<file path="config.mk">
export PLATFORM = sky130hd
export DESIGN_NAME = looped_sample_sequence_store_unit_flat
export DESIGN_NICKNAME = d
export VERILOG_FILES = /design/src/rtl/lsss_pkg.sv /design/src/rtl/lsss_in_if.sv /design/src/rtl/lsss_out_if.sv /design/src/rtl/lsss_cfg_if.sv /design/src/rtl/lsss_front.sv /design/src/rtl/lsss_queue.sv /design/src/rtl/lsss_back.sv /design/src/rtl/looped_sample_sequence_store_unit.sv /design/src/flat_wrapper.sv
export SDC_FILE = /design/constraint.sdc
export NUM_CORES = 2
export LEC_CHECK = 0
export BUFFER_PORTS_ARGS = -buffer_cell sky130_fd_sc_hd__buf_2
export CORE_MARGIN = 5
export CORE_UTILIZATION = 35
export CTS_CLUSTER_SIZE = 16
export DETAILED_ROUTE_END_ITERATION = 16
export GPL_TIMING_DRIVEN = 1
export PLACE_DENSITY = 0.56
export SETUP_SLACK_MARGIN = 0.5
export SYNTH_ARGS = -nofsm -noshare
export SYNTH_HDL_FRONTEND = slang
export SYNTH_MEMORY_MAX_BITS = 65536
export SYNTH_SLANG_ARGS = --single-unit
</file>
<file path="constraint.sdc">
create_clock -name i_clk -period 14.3 [get_ports i_clk]
set_input_delay 2.86 -clock i_clk [delete_from_list [all_inputs] [get_ports i_clk]]
set_output_delay 2.86 -clock i_clk [all_outputs]
set_load 0.1 [all_outputs]
</file>
<file path="src/rtl/lsss_pkg.sv">
// Package: shared constants, types and helpers for the looped sample sequence store.
`timescale 1ns / 1ps
package lsss_pkg;

    localparam int DEPTH      = 256;
    localparam int ADDR_W     = $clog2(DEPTH);
    localparam int LEN_W      = $clog2(DEPTH + 1);
    localparam int CFG_W      = 9;
    localparam int SMP_W      = 16;
    localparam int CNT_W      = 16;
    localparam int CMD_W      = 2;
    localparam int QUEUE_DEPTH = 2;
    localparam int QPTR_W     = $clog2(QUEUE_DEPTH);
    localparam int QCNT_W     = $clog2(QUEUE_DEPTH + 1);

    localparam logic [CMD_W-1:0] CMD_CONST = 2'd0;
    localparam logic [CMD_W-1:0] CMD_RAMP  = 2'd1;
    localparam logic [CMD_W-1:0] CMD_READ  = 2'd2;
    localparam logic [CMD_W-1:0] CMD_QUERY = 2'd3;

    typedef enum logic [1:0] {
        K_FILL,
        K_READ,
        K_QUERY
    } t_kind;

    typedef struct packed {
        t_kind             kind;
        logic [SMP_W-1:0]  value;
        logic [SMP_W-1:0]  step;
        logic [CNT_W-1:0]  count;
    } t_op;

    function automatic logic [LEN_W-1:0] clamp_len(input logic [CFG_W-1:0] x);
        logic [31:0] v;
        v = 32'(x);
        if (v == 32'd0) begin
            v = 32'd1;
        end
        if (v > 32'(DEPTH)) begin
            v = 32'(DEPTH);
        end
        return LEN_W'(v);
    endfunction

endpackage

</file>
<file path="src/rtl/lsss_in_if.sv">
// Interface: command request channel.
`timescale 1ns / 1ps
interface lsss_in_if;
    logic                     valid;
    logic                     ready;
    logic [1:0]               command;
    logic signed [15:0]       value;
    logic signed [15:0]       step;
    logic [15:0]              run_length;

    modport source (output valid, command, value, step, run_length, input ready);
    modport sink   (input valid, command, value, step, run_length, output ready);
endinterface

</file>
<file path="src/rtl/lsss_out_if.sv">
// Interface: result request channel.
`timescale 1ns / 1ps
interface lsss_out_if;
    logic                     valid;
    logic                     ready;
    logic signed [15:0]       sample;
    logic                     had_data;
    logic                     end_of_sequence;

    modport source (output valid, sample, had_data, end_of_sequence, input ready);
    modport sink   (input valid, sample, had_data, end_of_sequence, output ready);
endinterface

</file>
<file path="src/rtl/lsss_cfg_if.sv">
// Interface: sequence length configuration write channel.
`timescale 1ns / 1ps
interface lsss_cfg_if;
    logic                     valid;
    logic                     ready;
    logic [8:0]               data;

    modport source (output valid, data, input ready);
    modport sink   (input valid, data, output ready);
endinterface

</file>
<file path="src/rtl/lsss_front.sv">
// Front end: accepts command requests and turns them into queue operations.
`timescale 1ns / 1ps
module lsss_front (
    lsss_in_if.sink              i_in,
    output logic                 o_push,
    output lsss_pkg::t_op        o_op,
    input  logic                 i_queue_ready
);
    import lsss_pkg::*;

    logic drop;

    always_comb begin
        o_op.value = SMP_W'(i_in.value);
        o_op.step  = '0;
        o_op.count = i_in.run_length;
        drop       = 1'b0;
        case (i_in.command)
            CMD_CONST: begin
                o_op.kind = K_FILL;
                drop      = (i_in.run_length == '0);
            end
            CMD_RAMP: begin
                o_op.kind = K_FILL;
                o_op.step = SMP_W'(i_in.step);
                drop      = (i_in.run_length == '0);
            end
            CMD_READ: begin
                o_op.kind = K_READ;
            end
            default: begin
                o_op.kind = K_QUERY;
            end
        endcase
    end

    // zero-length adds are accepted and dropped here
    assign i_in.ready = i_queue_ready;
    assign o_push     = i_in.valid && i_queue_ready && !drop;

endmodule

</file>
<file path="src/rtl/lsss_queue.sv">
// Short queue of operations between front end and back end.
`timescale 1ns / 1ps
module lsss_queue (
    input  logic                 i_clk,
    input  logic                 i_rst_n,
    input  logic                 i_push,
    input  lsss_pkg::t_op        i_op,
    output logic                 o_ready,
    output logic                 o_valid,
    output lsss_pkg::t_op        o_op,
    input  logic                 i_pop
);
    import lsss_pkg::*;

    t_op               r_slot [QUEUE_DEPTH];
    logic [QPTR_W-1:0] r_wr_ptr;
    logic [QPTR_W-1:0] r_rd_ptr;
    logic [QCNT_W-1:0] r_count;
    logic              do_push;
    logic              do_pop;

    assign o_ready = (r_count != QCNT_W'(QUEUE_DEPTH));
    assign o_valid = (r_count != '0);
    assign o_op    = r_slot[r_rd_ptr];
    assign do_push = i_push && o_ready;
    assign do_pop  = i_pop && o_valid;

    always_ff @(posedge i_clk) begin
        if (do_push) begin
            r_slot[r_wr_ptr] <= i_op;
        end
    end

    always_ff @(posedge i_clk) begin
        if (!i_rst_n) begin
            r_wr_ptr <= '0;
            r_rd_ptr <= '0;
            r_count  <= '0;
        end else begin
            if (do_push) begin
                r_wr_ptr <= r_wr_ptr + 1'b1;
            end
            if (do_pop) begin
                r_rd_ptr <= r_rd_ptr + 1'b1;
            end
            if (do_push && !do_pop) begin
                r_count <= r_count + 1'b1;
            end else if (do_pop && !do_push) begin
                r_count <= r_count - 1'b1;
            end
        end
    end

endmodule

</file>
<file path="src/rtl/lsss_back.sv">
// Back end: sample memory, fill sequencer, playback read and result register.
`timescale 1ns / 1ps
module lsss_back (
    input  logic                 i_clk,
    input  logic                 i_rst_n,
    input  logic                 i_op_valid,
    input  lsss_pkg::t_op        i_op,
    output logic                 o_pop,
    lsss_cfg_if.sink             i_cfg,
    lsss_out_if.source           o_out
);
    import lsss_pkg::*;

    typedef enum logic [1:0] {
        S_IDLE,
        S_FILL,
        S_READ
    } t_state;

    t_state             r_state;
    logic [SMP_W-1:0]   r_mem [DEPTH];
    logic [SMP_W-1:0]   r_rd_data;
    logic [LEN_W-1:0]   r_len;
    logic [ADDR_W-1:0]  r_wr_pos;
    logic [ADDR_W-1:0]  r_rd_pos;
    logic [LEN_W-1:0]   r_fill;
    logic               r_flag;
    logic [SMP_W-1:0]   r_fill_val;
    logic [SMP_W-1:0]   r_fill_step;
    logic [CNT_W-1:0]   r_remain;
    logic               r_out_valid;
    logic [SMP_W-1:0]   r_out_sample;
    logic               r_out_had;
    logic               r_out_eos;

    logic [ADDR_W-1:0]  n_wr_pos;
    logic [ADDR_W-1:0]  n_rd_pos;
    logic [LEN_W-1:0]   n_fill;
    logic [LEN_W:0]     wr_inc;
    logic [LEN_W:0]     rd_inc;
    logic [LEN_W:0]     fill_inc;
    logic               out_free;
    logic               have_data;

    assign out_free  = !r_out_valid || o_out.ready;
    assign have_data = (r_fill != '0);
    assign o_pop     = (r_state == S_IDLE) && i_op_valid &&
                       ((i_op.kind == K_FILL) || out_free);

    always_comb begin
        wr_inc   = (LEN_W + 1)'(r_wr_pos) + 1'b1;
        rd_inc   = (LEN_W + 1)'(r_rd_pos) + 1'b1;
        fill_inc = (LEN_W + 1)'(r_fill) + 1'b1;
        n_wr_pos = (wr_inc >= (LEN_W + 1)'(r_len)) ? '0 : ADDR_W'(wr_inc);
        n_rd_pos = (rd_inc >= (LEN_W + 1)'(r_fill)) ? '0 : ADDR_W'(rd_inc);
        n_fill   = (fill_inc > (LEN_W + 1)'(r_len)) ? r_len : LEN_W'(fill_inc);
    end

    always_ff @(posedge i_clk) begin
        if (r_state == S_FILL) begin
            r_mem[r_wr_pos] <= r_fill_val;
        end
        r_rd_data <= r_mem[r_rd_pos];
    end

    assign i_cfg.ready = 1'b1;

    always_ff @(posedge i_clk) begin
        if (!i_rst_n) begin
            r_state     <= S_IDLE;
            r_len       <= clamp_len(CFG_W'(DEPTH));
            r_wr_pos    <= '0;
            r_rd_pos    <= '0;
            r_fill      <= '0;
            r_flag      <= 1'b0;
            r_remain    <= '0;
            r_out_valid <= 1'b0;
        end else begin
            if (i_cfg.valid) begin
                r_len <= clamp_len(i_cfg.data);
            end
            if (r_out_valid && o_out.ready) begin
                r_out_valid <= 1'b0;
            end
            case (r_state)
                S_IDLE: begin
                    if (o_pop) begin
                        case (i_op.kind)
                            K_FILL: begin
                                r_fill_val  <= i_op.value;
                                r_fill_step <= i_op.step;
                                r_remain    <= i_op.count;
                                r_state     <= S_FILL;
                            end
                            K_READ: begin
                                if (have_data) begin
                                    r_rd_pos <= n_rd_pos;
                                    r_flag   <= (n_rd_pos == '0);
                                    r_state  <= S_READ;
                                end else begin
                                    r_out_valid  <= 1'b1;
                                    r_out_sample <= '0;
                                    r_out_had    <= 1'b0;
                                    r_out_eos    <= r_flag;
                                end
                            end
                            default: begin
                                r_out_valid  <= 1'b1;
                                r_out_sample <= '0;
                                r_out_had    <= have_data;
                                r_out_eos    <= r_flag;
                            end
                        endcase
                    end
                end
                S_FILL: begin
                    r_wr_pos   <= n_wr_pos;
                    r_fill     <= n_fill;
                    r_fill_val <= r_fill_val + r_fill_step;
                    r_remain   <= r_remain - 1'b1;
                    if (r_remain == CNT_W'(1)) begin
                        r_state <= S_IDLE;
                    end
                end
                S_READ: begin
                    r_out_valid  <= 1'b1;
                    r_out_sample <= r_rd_data;
                    r_out_had    <= 1'b1;
                    r_out_eos    <= r_flag;
                    r_state      <= S_IDLE;
                end
                default: begin
                    r_state <= S_IDLE;
                end
            endcase
        end
    end

    assign o_out.valid           = r_out_valid;
    assign o_out.sample          = signed'(r_out_sample);
    assign o_out.had_data        = r_out_had;
    assign o_out.end_of_sequence = r_out_eos;

endmodule

</file>
<file path="src/rtl/looped_sample_sequence_store_unit.sv">
// Top level: looped sample sequence store, front end, queue and back end.
//
//  channel  | direction | payload                                  | handshake
//  ---------+-----------+------------------------------------------+------------
//  i_in     | in        | command, value, step, run_length         | valid/ready
//  o_out    | out       | sample, had_data, end_of_sequence        | valid/ready
//  i_cfg    | in        | data (seq_length, 9 bits)                | valid/ready
//
//  A fill command holds the back end for a dispatch step, then for one memory
//  write per sample.
//  A read of a filled store goes through S_READ for the registered memory read;
//  an empty-store read and a flag query do not. The queue registers requests.
//  The front end and a 2-entry queue take requests while the back end works or
//  the result register waits on o_out.ready.
//  Synchronous active-low reset; no memory clearing pass, sample memory is unset.
`timescale 1ns / 1ps
module looped_sample_sequence_store_unit (
    input  logic        i_clk,
    input  logic        i_rst_n,
    lsss_in_if.sink     i_in,
    lsss_cfg_if.sink    i_cfg,
    lsss_out_if.source  o_out
);
    import lsss_pkg::*;

    logic push;
    t_op  push_op;
    logic queue_ready;
    logic op_valid;
    t_op  op;
    logic pop;

    lsss_front u_front (
        .i_in          (i_in),
        .o_push        (push),
        .o_op          (push_op),
        .i_queue_ready (queue_ready)
    );

    lsss_queue u_queue (
        .i_clk   (i_clk),
        .i_rst_n (i_rst_n),
        .i_push  (push),
        .i_op    (push_op),
        .o_ready (queue_ready),
        .o_valid (op_valid),
        .o_op    (op),
        .i_pop   (pop)
    );

    lsss_back u_back (
        .i_clk      (i_clk),
        .i_rst_n    (i_rst_n),
        .i_op_valid (op_valid),
        .i_op       (op),
        .o_pop      (pop),
        .i_cfg      (i_cfg),
        .o_out      (o_out)
    );

endmodule

</file>
<file path="src/flat_wrapper.sv">
// flat-port wrapper written by rule: the top's interface ports become plain ports
module looped_sample_sequence_store_unit_flat import lsss_pkg::*;
  (i_clk, i_rst_n, i_in_valid, i_in_command, i_in_value, i_in_step, i_in_run_length, i_in_ready, i_cfg_valid, i_cfg_data, i_cfg_ready, o_out_valid, o_out_sample, o_out_had_data, o_out_end_of_sequence, o_out_ready);
  lsss_in_if i_in_i ();
  lsss_cfg_if i_cfg_i ();
  lsss_out_if o_out_i ();
  input  logic i_clk;
  input  logic i_rst_n;
  input wire logic [$bits(i_in_i.valid)-1:0] i_in_valid;
  input wire logic [$bits(i_in_i.command)-1:0] i_in_command;
  input wire logic [$bits(i_in_i.value)-1:0] i_in_value;
  input wire logic [$bits(i_in_i.step)-1:0] i_in_step;
  input wire logic [$bits(i_in_i.run_length)-1:0] i_in_run_length;
  output wire logic [$bits(i_in_i.ready)-1:0] i_in_ready;
  input wire logic [$bits(i_cfg_i.valid)-1:0] i_cfg_valid;
  input wire logic [$bits(i_cfg_i.data)-1:0] i_cfg_data;
  output wire logic [$bits(i_cfg_i.ready)-1:0] i_cfg_ready;
  output wire logic [$bits(o_out_i.valid)-1:0] o_out_valid;
  output wire logic [$bits(o_out_i.sample)-1:0] o_out_sample;
  output wire logic [$bits(o_out_i.had_data)-1:0] o_out_had_data;
  output wire logic [$bits(o_out_i.end_of_sequence)-1:0] o_out_end_of_sequence;
  input wire logic [$bits(o_out_i.ready)-1:0] o_out_ready;
  assign i_in_i.valid = i_in_valid;
  assign i_in_i.command = i_in_command;
  assign i_in_i.value = i_in_value;
  assign i_in_i.step = i_in_step;
  assign i_in_i.run_length = i_in_run_length;
  assign i_in_ready = i_in_i.ready;
  assign i_cfg_i.valid = i_cfg_valid;
  assign i_cfg_i.data = i_cfg_data;
  assign i_cfg_ready = i_cfg_i.ready;
  assign o_out_valid = o_out_i.valid;
  assign o_out_sample = o_out_i.sample;
  assign o_out_had_data = o_out_i.had_data;
  assign o_out_end_of_sequence = o_out_i.end_of_sequence;
  assign o_out_i.ready = o_out_ready;
  looped_sample_sequence_store_unit u_core (.i_clk(i_clk), .i_rst_n(i_rst_n), .i_in(i_in_i), .i_cfg(i_cfg_i), .o_out(o_out_i));
endmodule
</file>
## Word-level counts from Yosys, hierarchy flattened

Memory sizes are Yosys's and may differ from the RTL's. A register that Yosys moved wholly into a read port is not among the register bits.
Cells that the tools add are included.

| operators by class | value |
|---|---|
| div/mod/pow operators | 0 |
| bitwise logic cells | 0 |
| equality and inequality tests | 14 |
| add/subtract/negate cells | 9 |
| reduce and logical (&&, ||, !) cells | 33 |
| shift operators | 0 |
| multiplexer cells | 46 |
| multiply operators | 0 |
| order comparisons | 4 |

Operators by type and width:

| cell | number |
|---|---|
| case mux 16 bit (2 select lines) | 4 |
| two-way mux 16 bit | 7 |
| two-way mux 32 bit | 2 |
| > comparator 32 x 9 -> 1 bit, second input constant | 1 |
| two-way mux 9 bit | 3 |
| adder 8 x 1 -> 9 bit, second input constant | 2 |
| >= comparator 9 bit | 2 |
| adder 16 bit | 1 |
| equality test 16 x 1 -> 1 bit, second input constant | 1 |
| logical NOT 16 bit | 1 |
| two-way mux 8 bit | 2 |
| AND reduction 4 bit | 4 |
| subtractor 16 x 1 -> 16 bit, second input constant | 1 |
| two-way mux 1 bit | 14 |
| case mux 1 bit (2 select lines) | 6 |
| case mux 2 bit (2 select lines) | 3 |
| adder 9 x 1 -> 10 bit, second input constant | 1 |
| > comparator 10 x 9 -> 1 bit | 1 |
| two-way mux 2 bit | 5 |
| logical AND 1 bit | 9 |
| logical NOT 9 bit | 1 |
| nonzero test 9 bit | 1 |
| logical NOT 8 bit | 1 |
| nonzero test 2 bit | 4 |
| 15 further kinds | 29 |

| word-level totals | value |
|---|---|
| bits in registers | 108 |
| input bits | 64 |
| RAM bits | 4196 |
| memories | 2 |
| latch bits | 0 |
| bits in read-only memories | 0 |
| word-level logic and storage cells | 124 |

Memory list:

| memory | words | bits a word | read ports | clocked after Yosys merged registers in | write ports | line | text |
|---|---|---|---|---|---|---|---|
| u_core.u_back.r_mem | 256 | 16 | 1 | 1 | 1 | lsss_back.sv:21 | `logic [SMP_W-1:0] r_mem [DEPTH];` |
| u_core.u_queue.r_slot | 2 | 50 | 1 | 1 | 1 | lsss_queue.sv:15 | `t_op r_slot [QUEUE_DEPTH];` |

## Depth between registers and ports, before layout

| depth | value |
|---|---|
| depth in word-level cells | 10 |
| mapped depth | 15 |
| gate-level depth less buffers | 12 |

## By module

Synthesis repeated with hierarchy kept, for this count alone.

| unflattened totals | value |
|---|---|
| cell total of the unflattened synthesis | 8074 |
| area, all modules | 167754.6 um^2 |

Modules (own cells, without submodules):

| module | times used | area each (um^2) | cells an instance |
|---|---|---|---|
| lsss_back | 1 | 163493.1 | 7833 |
| lsss_queue | 1 | 3837.4 | 180 |
| lsss_front | 1 | 424.2 | 61 |

## Worst setup path after synthesis

OpenSTA, ideal clock, no wires.

| timing path | value |
|---|---|
| path kind | input to register |
| start | input port i_in_run_length[13] |
| end | memory u_core.u_queue.r_slot[0][0] in the netlist's numbering, enable pin |
| data arrival time | 5.431 ns |
| setup slack | 8.405 ns |
| data required time | 13.836 ns |
| stages | 3 |
| setup time | 0.464 ns |
| path buffers | 0 |
| path through | or3_1 -> o311a_1 -> nor2b_1 |

| on the way | value |
|---|---|
| cells in the longest elaborated chain, start to end | 7 |

Ends and longest elaborated chain:

| element | line | text |
|---|---|---|
| start, declared | flat_wrapper.sv:13 | `input wire logic [$bits(i_in_i.run_length)-1:0] i_in_run_length;` |
| logical NOT 16 bit | lsss_front.sv:21, lsss_front.sv:26 |  |
| two-way mux 1 bit | - |  |
| logical NOT 1 bit | lsss_front.sv:39 | `assign o_push = i_in.valid && i_queue_ready && !drop;` |
| logical AND 1 bit | lsss_front.sv:39 |  |
| logical AND 1 bit | lsss_queue.sv:25 | `assign do_push = i_push && o_ready;` |
| via u_core.u_queue.do_push | lsss_queue.sv:19 | `logic do_push;` |
| two-way mux 1 bit | lsss_queue.sv:29 | `if (do_push) begin` |
| two-way mux 1 bit (not written as such) | lsss_queue.sv:30 | `r_slot[r_wr_ptr] <= i_op;` |
| end, declared | lsss_queue.sv:15 |  |

The timed path passes the listed nets, and every way through them passes these cells.

==> results.cfg <==
[cts]
cts_hold_buf = 0
clkSinkCount = 4321
cts_resized = 0
clk_pin_slew_ps = 60
insertion_delay_ps = 990
clk_path_buf_depth = 4
post-cts-setup-buffers = 0
cts_root_buf = clkbuf_16
htreeDepth = 5
cts_tree = done
cts_inserted_buffers = 431

[critical_path]
cp_data_arrival_time_ps = 7480
crit_slowest_cell = a311oi_1
endpoint_kind = flop
cp_top_family = buffers and inverters
cp.required_ps = 15090
critPathLaunchType = flop
slowest_delay_ps = 950
r2r-start = u_core.u_back.r_rd_pos[1]
worst-setup-path-type = flop to flop
reg2regPathDepth = 10
cp_common_cell = buf_4
crit_chain = buf_4 > buf_4 > buf_4 > buf_4 > mux4_2 > mux4_2 > mux2i_1 > nor2_1 > a311oi_1 > nor4_1
critPathBufInv = 4
rrSetupSlack_ps = 7610
crit_fanout = 56
rr_endpoint = u_core.u_back.r_rd_data[10]

[placed_design]
io_buffers = 83
gp_congestion = 0.793
preCtsSetupSlack_ps = 7700
dpl.hpwl_microns = 250000

[synth]
seq_area_frac_synth_pct = 77.1
synth_ff_type = edfxtp_1
synth.distinct_cells = 65
synthArstFlopShare_pct = 0
yosys-top-cells-area = edfxtp_1 (76%), mux4_2 (11%), mux2i_1 (4.4%)
synth_edf_count = 4246
syn_inst = 8047
synth_area_sq_mm = 0.167
yosysTopAreaCell = edfxtp_1
ys_ff_latch = 4321
syn_avg_cell_area_sq_um = 20.8
synth_common_cells = edfxtp_1 (4246), mux4_2 (848), mux2i_1 (735)
synthMostInstantiatedCell = edfxtp_1
synth_top_area_share_pct = 76.2
ys_warn_count = 0
synth_fp_nets = 8164

[run_status]
outcome = completed

[timing]
rsz0062_at_grt = no
finalHoldViolCount = 0
worst_pin_slew_ps = 1340
fmax_ghz = 0.149
min_period_ps = 6690
maxSlewHeadroom_pct = 10.3
setup_tns_ps = 0
fin_skew_ps = 51.0
final-setup-viol-count = 0
slew_viol_final = 0
setup_slack_ps = 7610
period_share_pct = 46.8

[route]
drc = 0
drt_iter0_markers = 8884
wl_microns = 440000
vias = 82400
wl_per_cell_microns = 28.7
ant_nets = 0
firstDrtPassIters = 6
avgViaCountPerCell = 5.38

[floorplan]
io_pins = 85
die_y_microns = 702
die_w_microns = 702
core_area_sq_mm = 0.478
dieArea_sq_mm = 0.492
num_rows = 254
initial_core_util_pct = 35.0

[global_route]
grt_usage_pct = 17.4
grt_overflow = 0
grt_max_degree = 194
grt_pass1_vias = 82900
grt_pass1_wl_microns = 620000
antenna_found_initial = 35

[power_and_ir_drop]
p_leak_uw = 0.0566
peakVddDrop_mv = 0.148
power_density_mw_per_mm2 = 146

[final_layout]
final_nets = 8616
fillCellCount = 42000
drive_above_1_share_pct = 23.4
area_growth_pct = 14.2

[worst_hold_path]
hold_path_depth = 2
hp-class = flop to flop
holdCritStartpoint = u_core.u_back.r_len[5]
hold_end = u_core.u_back.r_fill[5]

[job]
maxCapViolations = 0
==> where the power goes <==
group          switching (uW)  internal, uW
combinational            1460           413
clock                    4780          6440
sequential                109         14700
==> cell type report <==
type | instances | area (sq um) | area share, %
flip-flops and latches | 4321 | 129000 | 67.5
multi-input cells | 3234 | 36300 | 19.0
clock buffers | 542 | 11400 | 5.98
well taps | 6400 | 8010 | 4.19
repair buffers | 479 | 3640 | 1.90
clock inverters | 255 | 2570 | 1.34
diodes | 56 | 140 | 0.0733
inverters | 32 | 120 | 0.0628
==> state kept, by name, indices dropped and copies added (netlist names), 9 cells and up, named ones only <==
register	cells
u_core.u_back.o_out.sample	16
u_core.u_back.r_fill	9
u_core.u_back.r_fill_step	16
u_core.u_back.r_fill_val	16
u_core.u_back.r_len	9
u_core.u_back.r_mem	4096
u_core.u_back.r_rd_data	16
u_core.u_back.r_remain	16
u_core.u_queue.r_slot	100
==> logic make-up (layout without fill, tap and decap cells) <==
group	count (synthesis)	after routing	share of synthesized area, %
multiplexers	1617	1617	16.0
buffers and inverters	492	1308	1.37
other	1	57	0.00224
flip-flops	4321	4321	77.1
XOR/XNOR	33	33	0.173
AO/OA/AOI/OAI	643	643	2.46
adder cells (fa/ha/maj)	53	53	0.401
AND/OR/NAND/NOR	887	887	2.50
==> worst reg2reg max path, delay by kind of cell (launching register included) <==
family / cells / cell delay [ps]
mux: 3 / 1170
flops: 1 / 740
simple gates: 2 / 250
compound gates: 1 / 950
buf+inv: 4 / 3400
==> cells in the final DEF, fill, tap and decap left out, types with 52 or more instances in the layout <==
cell and n:
buf_2 83, buf_4 376, clkbuf_1 95, clkbuf_16 437, clkinv_1 71, clkinv_2 98, dfxtp_1 68, diode_2 56
edfxtp_1 4246, ha_1 52, mux2i_1 735, mux4_2 848, nand2_1 70, nand4_1 70, nor2_1 367, nor2b_1 58
nor3_1 92, o211ai_1 73, o21ai_0 135, o22ai_1 268
==> stage by stage <==
| stage | util [%] | hold WS (ps) | cell area [sq um] | power (uW) | instances |
|---|---|---|---|---|---|
| after floorplan | - | 403 | 167000 | 16300 | 8047 |
| final | 40.0 | 486 | 191000 | 27900 | 15300 |
| after global routing | 40.0 | 517 | 191000 | 28800 | 15300 |
| after global placement | 37.1 | 474 | 177000 | 16900 | 14500 |
| after detailed placement | 37.1 | 485 | 177000 | 17000 | 14500 |
| after CTS | 40.0 | 465 | 191000 | 28200 | 15300 |
==> per-layer routing <==
metal	part of all wire, %	wire length (microns)	global-route usage, %	vias up
met3	7.9	34800	3.38	608
met5	0.021	91	0	-
met2	47	208000	27.8	3239
met4	2.7	12000	4.39	14
met1	42	185000	24.6	44200
li1	-	-	-	34400
==> how the worst max path moves through the flow <==
stage | to | slack (ps) | from | cells past startpoint
global placement | u_core.u_back.r_rd_data[10] | 7700 | u_core.u_back.r_rd_pos[1] | 10
detailed placement | u_core.u_back.r_rd_data[10] | 7700 | u_core.u_back.r_rd_pos[1] | 10
floorplan | u_core.u_queue.r_slot[0][0] | 8410 | i_in_run_length[13] | 3
CTS | u_core.u_back.r_rd_data[10] | 7690 | u_core.u_back.r_rd_pos[1] | 10
finish | u_core.u_back.r_rd_data[10] | 7610 | u_core.u_back.r_rd_pos[1] | 10
global route | u_core.u_back.r_rd_data[10] | 7400 | u_core.u_back.r_rd_pos[1] | 10
No activity file was read; power rests on OpenSTA's default activity.
